[config.mk]
export PLATFORM = sky130hd
export DESIGN_NAME = byte_stuffing_frame_codec
export DESIGN_NICKNAME = d
export VERILOG_FILES = /design/src/rtl/bsfc_pkg.sv /design/src/rtl/bsfc_front.sv /design/src/rtl/bsfc_queue.sv /design/src/rtl/bsfc_back.sv /design/src/rtl/byte_stuffing_frame_codec.sv
export SDC_FILE = /design/constraint.sdc
export NUM_CORES = 1
export LEC_CHECK = 0
export ABC_AREA = 1
export BUFFER_PORTS_ARGS = -buffer_cell sky130_fd_sc_hd__buf_4
export CAP_MARGIN = 20
export CORE_UTILIZATION = 51
export DETAILED_ROUTE_END_ITERATION = 10
export PLACE_DENSITY = 0.68
export SLEW_MARGIN = 15
export SYNTH_ARGS = -nofsm -noshare
export SYNTH_HDL_FRONTEND = slang
export SYNTH_SLANG_ARGS = --single-unit
[constraint.sdc]
create_clock -name i_clk -period 7.6 [get_ports i_clk]
set_input_delay 1.9 -clock i_clk [delete_from_list [all_inputs] [get_ports i_clk]]
set_output_delay 1.9 -clock i_clk [all_outputs]
set_load 0.005 [all_outputs]
[src/rtl/bsfc_pkg.sv]
package bsfc_pkg;

    localparam int unsigned ByteW   = 8;
    localparam int unsigned MaxRes  = 5;
    localparam int unsigned CountW  = 3;
    localparam int unsigned CfgIdxW = 2;

    // Register indexes of the configuration port.
    localparam logic [CfgIdxW-1:0] REG_FLAG     = 2'd0;
    localparam logic [CfgIdxW-1:0] REG_ESCAPE   = 2'd1;
    localparam logic [CfgIdxW-1:0] REG_ESC_FLAG = 2'd2;
    localparam logic [CfgIdxW-1:0] REG_ESC_ESC  = 2'd3;

    localparam logic [ByteW-1:0] FLAG_RESET     = 8'h7E;
    localparam logic [ByteW-1:0] ESCAPE_RESET   = 8'h7D;
    localparam logic [ByteW-1:0] ESC_FLAG_RESET = 8'h5E;
    localparam logic [ByteW-1:0] ESC_ESC_RESET  = 8'h5D;

    // Operation codes carried in func.
    localparam logic FUNC_ENCODE = 1'b0;
    localparam logic FUNC_DECODE = 1'b1;

    typedef struct packed {
        logic             func;
        logic [ByteW-1:0] in_byte;
        logic             message_last;
    } t_in_word;

    typedef struct packed {
        logic [ByteW-1:0] out_byte;
        logic             frame_end;
        logic             run_last;
    } t_out_word;

    typedef struct packed {
        logic [ByteW-1:0] flag_byte;
        logic [ByteW-1:0] escape_byte;
        logic [ByteW-1:0] escaped_flag_code;
        logic [ByteW-1:0] escaped_escape_code;
    } t_cfg;

    // One classified item: the run of result bytes it causes, in order.
    typedef struct packed {
        logic [CountW-1:0]             count;
        logic                          frame_end;
        logic [MaxRes-1:0][ByteW-1:0]  bytes;
    } t_job;

endpackage

[src/rtl/bsfc_front.sv]
module bsfc_front
    import bsfc_pkg::*;
(
    input  logic     i_clk,
    input  logic     i_rst_n,
    input  t_cfg     i_cfg,
    input  logic     i_valid,
    input  logic     i_full,
    input  t_in_word i_word,
    output logic     o_stall,
    output logic     o_push,
    output t_job     o_job
);

    localparam logic [1:0] MODE_HUNT = 2'd0;
    localparam logic [1:0] MODE_DATA = 2'd1;
    localparam logic [1:0] MODE_ESC  = 2'd2;

    localparam logic [ByteW-1:0] TERMINATOR = 8'h00;

    logic       r_enc_in_frame;
    logic       n_enc_in_frame;
    logic [1:0] r_dec_mode;
    logic [1:0] n_dec_mode;
    t_job       job;
    logic       accept;

    assign accept  = i_valid && !i_full;
    assign o_stall = i_full;
    assign o_push  = accept && (job.count != '0);
    assign o_job   = job;

    always_comb begin
        job            = '0;
        n_enc_in_frame = r_enc_in_frame;
        n_dec_mode     = r_dec_mode;
        if (i_word.func == FUNC_ENCODE) begin
            if (!r_enc_in_frame) begin
                job.bytes[job.count] = i_cfg.flag_byte;
                job.count            = job.count + 3'd1;
                n_enc_in_frame       = 1'b1;
            end
            // A byte equal to both flag and escape is stuffed as an escape.
            if (i_word.in_byte == i_cfg.escape_byte) begin
                job.bytes[job.count] = i_cfg.escape_byte;
                job.count            = job.count + 3'd1;
                job.bytes[job.count] = i_cfg.escaped_escape_code;
                job.count            = job.count + 3'd1;
            end else if (i_word.in_byte == i_cfg.flag_byte) begin
                job.bytes[job.count] = i_cfg.escape_byte;
                job.count            = job.count + 3'd1;
                job.bytes[job.count] = i_cfg.escaped_flag_code;
                job.count            = job.count + 3'd1;
            end else begin
                job.bytes[job.count] = i_word.in_byte;
                job.count            = job.count + 3'd1;
            end
            if (i_word.message_last) begin
                job.bytes[job.count] = TERMINATOR;
                job.count            = job.count + 3'd1;
                job.bytes[job.count] = i_cfg.flag_byte;
                job.count            = job.count + 3'd1;
                n_enc_in_frame       = 1'b0;
            end
        end else begin
            unique case (r_dec_mode)
                MODE_DATA: begin
                    if (i_word.in_byte == i_cfg.flag_byte) begin
                        job.count     = 3'd1;
                        job.frame_end = 1'b1;
                        n_dec_mode    = MODE_HUNT;
                    end else if (i_word.in_byte == i_cfg.escape_byte) begin
                        n_dec_mode = MODE_ESC;
                    end else begin
                        job.count    = 3'd1;
                        job.bytes[0] = i_word.in_byte;
                    end
                end
                MODE_ESC: begin
                    job.count = 3'd1;
                    if (i_word.in_byte == i_cfg.flag_byte) begin
                        // The pending escape is dropped at the closing flag.
                        job.frame_end = 1'b1;
                        n_dec_mode    = MODE_HUNT;
                    end else begin
                        job.bytes[0] = (i_word.in_byte == i_cfg.escaped_flag_code) ?
                                       i_cfg.flag_byte : i_cfg.escape_byte;
                        n_dec_mode   = MODE_DATA;
                    end
                end
                default: begin
                    n_dec_mode = (i_word.in_byte == i_cfg.flag_byte) ? MODE_DATA : MODE_HUNT;
                end
            endcase
        end
    end

    always_ff @(posedge i_clk) begin
        if (!i_rst_n) begin
            r_enc_in_frame <= 1'b0;
            r_dec_mode     <= MODE_HUNT;
        end else if (accept) begin
            r_enc_in_frame <= n_enc_in_frame;
            r_dec_mode     <= n_dec_mode;
        end
    end

endmodule

[src/rtl/bsfc_queue.sv]
module bsfc_queue
    import bsfc_pkg::*;
(
    input  logic i_clk,
    input  logic i_rst_n,
    input  logic i_push,
    input  t_job i_job,
    input  logic i_pop,
    output logic o_full,
    output logic o_valid,
    output t_job o_job
);

    t_job       r_mem [0:1];
    logic       r_wr_ptr;
    logic       r_rd_ptr;
    logic [1:0] r_count;

    assign o_full  = (r_count == 2'd2);
    assign o_valid = (r_count != 2'd0);
    assign o_job   = r_mem[r_rd_ptr];

    always_ff @(posedge i_clk) begin
        if (i_push) begin
            r_mem[r_wr_ptr] <= i_job;
        end
    end

    always_ff @(posedge i_clk) begin
        if (!i_rst_n) begin
            r_wr_ptr <= 1'b0;
            r_rd_ptr <= 1'b0;
            r_count  <= 2'd0;
        end else begin
            if (i_push) begin
                r_wr_ptr <= !r_wr_ptr;
            end
            if (i_pop) begin
                r_rd_ptr <= !r_rd_ptr;
            end
            if (i_push && !i_pop) begin
                r_count <= r_count + 2'd1;
            end else if (i_pop && !i_push) begin
                r_count <= r_count - 2'd1;
            end
        end
    end

endmodule

[src/rtl/bsfc_back.sv]
module bsfc_back
    import bsfc_pkg::*;
(
    input  logic      i_clk,
    input  logic      i_rst_n,
    input  logic      i_q_valid,
    input  t_job      i_q_job,
    output logic      o_pop,
    output logic      o_valid,
    input  logic      i_stall,
    output t_out_word o_word
);

    t_job              r_job;
    logic              r_busy;
    logic [CountW-1:0] r_idx;
    logic              r_out_valid;
    t_out_word         r_out_word;
    logic              out_free;
    logic              emit;
    logic              emit_last;

    assign out_free  = !r_out_valid || !i_stall;
    assign emit      = r_busy && out_free;
    assign emit_last = emit && (r_idx == (r_job.count - 3'd1));
    assign o_pop     = i_q_valid && (!r_busy || emit_last);
    assign o_valid   = r_out_valid;
    assign o_word    = r_out_word;

    always_ff @(posedge i_clk) begin
        if (o_pop) begin
            r_job <= i_q_job;
        end
        if (emit) begin
            r_out_word.out_byte  <= r_job.bytes[r_idx];
            r_out_word.frame_end <= r_job.frame_end;
            r_out_word.run_last  <= emit_last;
        end
    end

    always_ff @(posedge i_clk) begin
        if (!i_rst_n) begin
            r_busy      <= 1'b0;
            r_idx       <= '0;
            r_out_valid <= 1'b0;
        end else begin
            if (out_free) begin
                r_out_valid <= emit;
            end
            if (o_pop) begin
                r_busy <= 1'b1;
                r_idx  <= '0;
            end else if (emit_last) begin
                r_busy <= 1'b0;
            end else if (emit) begin
                r_idx <= r_idx + 3'd1;
            end
        end
    end

endmodule

[src/rtl/byte_stuffing_frame_codec.sv]
// Byte-stuffing framer and deframer. Each input word is either a message byte to frame
// (func encode) or a line byte to deframe (func decode); the two directions keep separate
// state and may be interleaved freely. An input word causes between zero and five output
// words, and the last word of each run carries run_last. The output port sends one word per
// cycle while not stalled; an item gives one word for plain data, up to five for a stuffed
// byte that opens and closes a message. Decoder words that produce nothing (hunting, or a
// pending escape) are taken at one per cycle unless the queue is full. A word accepted into
// an empty block passes through the queue, the job register and the output register. A
// two-entry queue sits between the classifier and the output serialiser, so input is still
// taken while a finished word waits on a stalled output. The four code registers reset to
// the usual HDLC-style values and may only be written while the block is idle.
module byte_stuffing_frame_codec
    import bsfc_pkg::*;
(
    input  logic               i_clk,
    input  logic               i_rst_n,
    input  logic               i_in_valid,
    output logic               o_in_stall,
    input  t_in_word           i_in_word,
    output logic               o_out_valid,
    input  logic               i_out_stall,
    output t_out_word          o_out_word,
    input  logic               i_cfg_we,
    input  logic [CfgIdxW-1:0] i_cfg_index,
    input  logic [ByteW-1:0]   i_cfg_data
);

    t_cfg r_cfg;
    logic q_full;
    logic q_valid;
    logic q_push;
    logic q_pop;
    t_job front_job;
    t_job q_job;

    // Code registers, written through the plain configuration port.
    always_ff @(posedge i_clk) begin
        if (!i_rst_n) begin
            r_cfg.flag_byte           <= FLAG_RESET;
            r_cfg.escape_byte         <= ESCAPE_RESET;
            r_cfg.escaped_flag_code   <= ESC_FLAG_RESET;
            r_cfg.escaped_escape_code <= ESC_ESC_RESET;
        end else if (i_cfg_we) begin
            unique case (i_cfg_index)
                REG_FLAG:     r_cfg.flag_byte           <= i_cfg_data;
                REG_ESCAPE:   r_cfg.escape_byte         <= i_cfg_data;
                REG_ESC_FLAG: r_cfg.escaped_flag_code   <= i_cfg_data;
                REG_ESC_ESC:  r_cfg.escaped_escape_code <= i_cfg_data;
                default:      r_cfg                     <= r_cfg;
            endcase
        end
    end

    // The front end classifies each word and keeps the framer and deframer state.
    bsfc_front u_front (
        .i_clk   (i_clk),
        .i_rst_n (i_rst_n),
        .i_cfg   (r_cfg),
        .i_valid (i_in_valid),
        .i_full  (q_full),
        .i_word  (i_in_word),
        .o_stall (o_in_stall),
        .o_push  (q_push),
        .o_job   (front_job)
    );

    bsfc_queue u_queue (
        .i_clk   (i_clk),
        .i_rst_n (i_rst_n),
        .i_push  (q_push),
        .i_job   (front_job),
        .i_pop   (q_pop),
        .o_full  (q_full),
        .o_valid (q_valid),
        .o_job   (q_job)
    );

    // The back end sends the queued runs out one word per cycle while the output is not stalled.
    bsfc_back u_back (
        .i_clk     (i_clk),
        .i_rst_n   (i_rst_n),
        .i_q_valid (q_valid),
        .i_q_job   (q_job),
        .o_pop     (q_pop),
        .o_valid   (o_out_valid),
        .i_stall   (i_out_stall),
        .o_word    (o_out_word)
    );

endmodule
==> key figures <==
Logic synthesis
  – Most used DFF post-synth: sky130_fd_sc_hd__edfxtp_1
  – Distinct cell type count of the synthesized netlist: 43
  – Fraction of synthesized area in multiplexers: 0
  – Post-synthesis share of cell area spent on xor and xnor gates: 0.0229
  – Post-synthesis area per instance: 9.46 um2
  – Post-Syn Nets: 992
  – Fraction of the mapped netlist area in adder cells: 0.0138
  – Post-synthesis cell count: 957
  – Yosys synthesis warning count: 0
  – Async set-or-reset flop fraction in the synthesized netlist: 0
  – Area fraction in compound gates after synthesis: 0.116
  – Cell area after synthesis: about 9100 um2
  – #FFs+latches synth: 186
  – Number of synthesized flops with an enable pin: around 140
  – Main combinational cell family by area after synthesis: simple AND/OR/NAND/NOR gates
  – Basic-gate share of the synthesized area counting and, or, nand and nor cells: 0.225
  – Part of the Yosys area used for sequential elements: 0.568

Pwr
  – Leakage power: 4.08 nW
  – Power per cell area: a little over 300 nW/um2
  – Final Power: between 3 and 4 mW
  – Peak supply drop: 180 uV

GRT
  – Met3 track utilization from global routing: 0.0501
  – Layer with the highest usage: met2
  – Grt met1 use: 0.307
  – Number of antenna violations at the first check in global routing: 0
  – Global routing usage summed across all routing layers: 0.245
  – Grt total ovfl: 0
  – Pin count of the biggest net entering global routing: 47
  – Met2 Track Usage GR: 0.406
  – Wire length of the first global-routing pass: between 30 and 40 mm
  – Via count of the first global-routing pass: 6370

Drt
  – Starting DRT DRC Count: 488
  – Post-route antenna net violation count: 0
  – Total DRC errors in the routed layout: 0
  – Number of detailed-route iterations in the first pass: 5
  – Post-detailed-routing wire length: roughly 21 mm
  – Via density per instance: 5.47
  – Wire per inst: 17.2 um
  – Vias after detailed routing: 6685

Timing
  – Final setup violating endpoints: 0
  – Final setup slack of the worst path: 2.99 ns
  – Hold Violations, Final: 0
  – Maximum operating frequency: 217 MHz
  – Fin Clk Skew: 0.0125 ns
  – Slew at the pin closest to its max-slew limit: 0.954 ns
  – Setup TNS after final layout: 0 ns
  – Final slew viol count: 0
  – Minimum clock period after layout: 4.61 ns
  – Normalized max-slew margin: 0.361
  – Unrepaired setup endpoints after global routing: no
  – Tcrit/Tclk final: 0.606

Worst setup path
  – FF-to-FF End: u_queue.r_count[1]
  – Beginning of the worst register-to-register path: u_front.r_enc_in_frame
  – Critical path class: in2reg
  – Sort of element at the end of the critical path: register
  – Critical-path maximum fanout: 9
  – Termination of the worst setup path: u_queue.r_count[1]
  – Cells traversed along the worst timing path: buf_4, inv_2, nand2_1, and2_1, nand2_1, nor2_2, nand2_4, ha_1, o21ai_2, inv_1, ha_1, inv_1, nand3_1, nand3_1, nand2_1, nand2_2, nand2_1, inv_1, ha_1, a21oi_1, o21ai_0, o21ai_0, a21oi_1
  – Required time reported for the critical path endpoint: around 7.9 ns
  – Depth of the worst register-to-register path: 17
  – Crit path max-delay cell type: sky130_fd_sc_hd__ha_1
  – Crit-path most repeated cell: sky130_fd_sc_hd__nand2_1
  – Setup slack on the worst flop-to-flop path: 3.95 ns
  – Slowest cell delay on critical path: 0.33 ns
  – Arrival time of data at the critical path endpoint: 4.92 ns
  – Critical path startpoint: i_in_word[2]
  – Setup crit start kind: input pin

Cells and area
  – Ant. Diodes: 0
  – Total number of nets in the final design: 1020
  – Cell Count, Final, Fillers Out: ~1200
  – Design Area, Final: between 10000 and 15000 um2
  – Share of final-layout standard cells stronger than drive strength 1: 0.144
  – Layout area overhead: 11.0%

Placed design
  – Pre-CTS setup slack: 2.60 ns
  – Instance count after placement with tap cells included: 1191
  – Final HPWL from detailed placement: 15.1 mm
  – Last weighted congestion value of the routability-driven placer: 0.939
  – Total placed instance area: around 9500 um2
  – Count of input and output buffers: 36

Clock network
  – Number of buffers on the longest clock path: 2
  – Clk root buf: sky130_fd_sc_hd__clkbuf_16
  – TritonCTS clock tree: built
  – Clock Pin Slew Worst Setup and Hold Paths: around 0.070 ns
  – Clock tree sinks: about 190
  – # hold bufs at CTS: 0
  – # Post-CTS Setup Buffers: 0
  – Inserted Clock Buffers: 17
  – Post-CTS sizing: 0
  – Worst-Skew Late Latency: ~0.43 ns
  – H-tree levels: 4

Floorplan
  – DIE HEIGHT: 135 um
  – Horizontal die dimension: ~140 um
  – Starting density of the core: 0.524
  – I/O Pins: 37
  – Full die area: 18300 um2
  – Core Area: 17300 um2
  – FP Rows: 48

Status
  – Status: finished clean

Worst hold path
  – Worst Hold Class: reg2reg

Flow run
  – Max-cap violations: 0
[metal layers]
layer  wire, um  up-vias  share of wire
met5          0        -              0
met4        612        0          0.029
met1       9060     3119           0.43
met3       1050       53          0.050
li1           -     3306              -
met2      10300      207           0.49
[cell usage after synthesis, drive strengths merged, types with 10 or more instances]
master,number,area [um2]
dfxtp,44,881
inv,77,297
nand3,46,308
edfxtp,142,4260
clkbuf,21,78.8
o21ai,77,389
buf,14,101
o211ai,24,190
ha,10,125
nand2,303,1270
a21oi,57,285
nor2,77,347
xnor2,16,155
[where the power goes]
| group | switching, mW | leakage [nW] | internal, mW |
|---|---|---|---|
| combinational | 0.474 | 2.12 | 0.239 |
| sequential | 0.0895 | 1.71 | 1.41 |
| clock | 0.377 | 0.257 | 0.455 |
[placed cells by master (no fill, tap or decap), drive strengths merged, types with 9 or more instances in the layout]
cell type,n
xnor2,16
inv,81
nand3,46
o21ai,77
o211ai,24
nor3,9
dfxtp,44
ha,10
clkbuf,19
buf,44
nor2,77
a21oi,57
nand2,303
edfxtp,142
[cell type report]
| cell class | instances | area (um2) |
|---|---|---|
| flip-flops and latches | 186 | 5140 |
| inverters | 81 | 312 |
| well taps | 225 | 282 |
| clock inverters | 13 | 120 |
| clock buffers | 19 | 433 |
| repair buffers | 44 | 330 |
| multi-input cells | 655 | 3430 |
| fillers | 1531 | 7240 |
[how the worst min path moves through the flow]
stage,from,end,slack (ns),cells past startpoint
finish,u_back.r_job[40],u_back.o_word[1],0.42,0
global route,u_back.r_job[40],u_back.o_word[1],0.43,0
CTS,u_back.r_job[40],u_back.o_word[1],0.42,0
detailed placement,u_back.r_job[40],u_back.o_word[1],0.41,0
global placement,u_back.r_job[40],u_back.o_word[1],0.41,0
floorplan,u_back.r_job[40],u_back.o_word[1],0.40,0
[per-stage QoR]
stage	hold slack, ns	utilization
5_1_grt	0.432	0.581
4_1_cts	0.422	0.581
6_report	0.420	0.581
3_5_place_dp	0.407	0.549
2_1_floorplan	0.400	-
3_3_place_gp	0.410	0.549
[sequential cells by signal (all words and copies together), names as in the netlist]
signal                  count
u_queue.r_wr_ptr            1
u_queue.r_count             2
u_front.r_enc_in_frame      1
u_queue.r_mem              88
u_back.o_word              10
u_queue.r_rd_ptr            1
r_cfg                      32
u_back.r_job               44
u_front.r_dec_mode          2
u_back.r_idx                3
u_back.r_busy               1
u_back.o_valid              1
[cells by family after synthesis]
| kind of cell | after synthesis |
|---|---|
| and+or+nand+nor | 443 |
| AOI/OAI and AO/OA | 180 |
| adders and majority gates | 10 |
| xor gates and xnor gates | 22 |
| DFF | 186 |
| buffers and inverters | 116 |
[worst max-delay path: cells and delay by family]
kind | cells | cell delay, ns
AND/OR/NAND/NOR | 10 | 1.00
adder cells (fa/ha/maj) | 3 | 0.94
AO/OA/AOI/OAI | 5 | 0.70
buffers and inverters | 5 | 0.35
No activity file was read; power rests on OpenSTA's default activity.
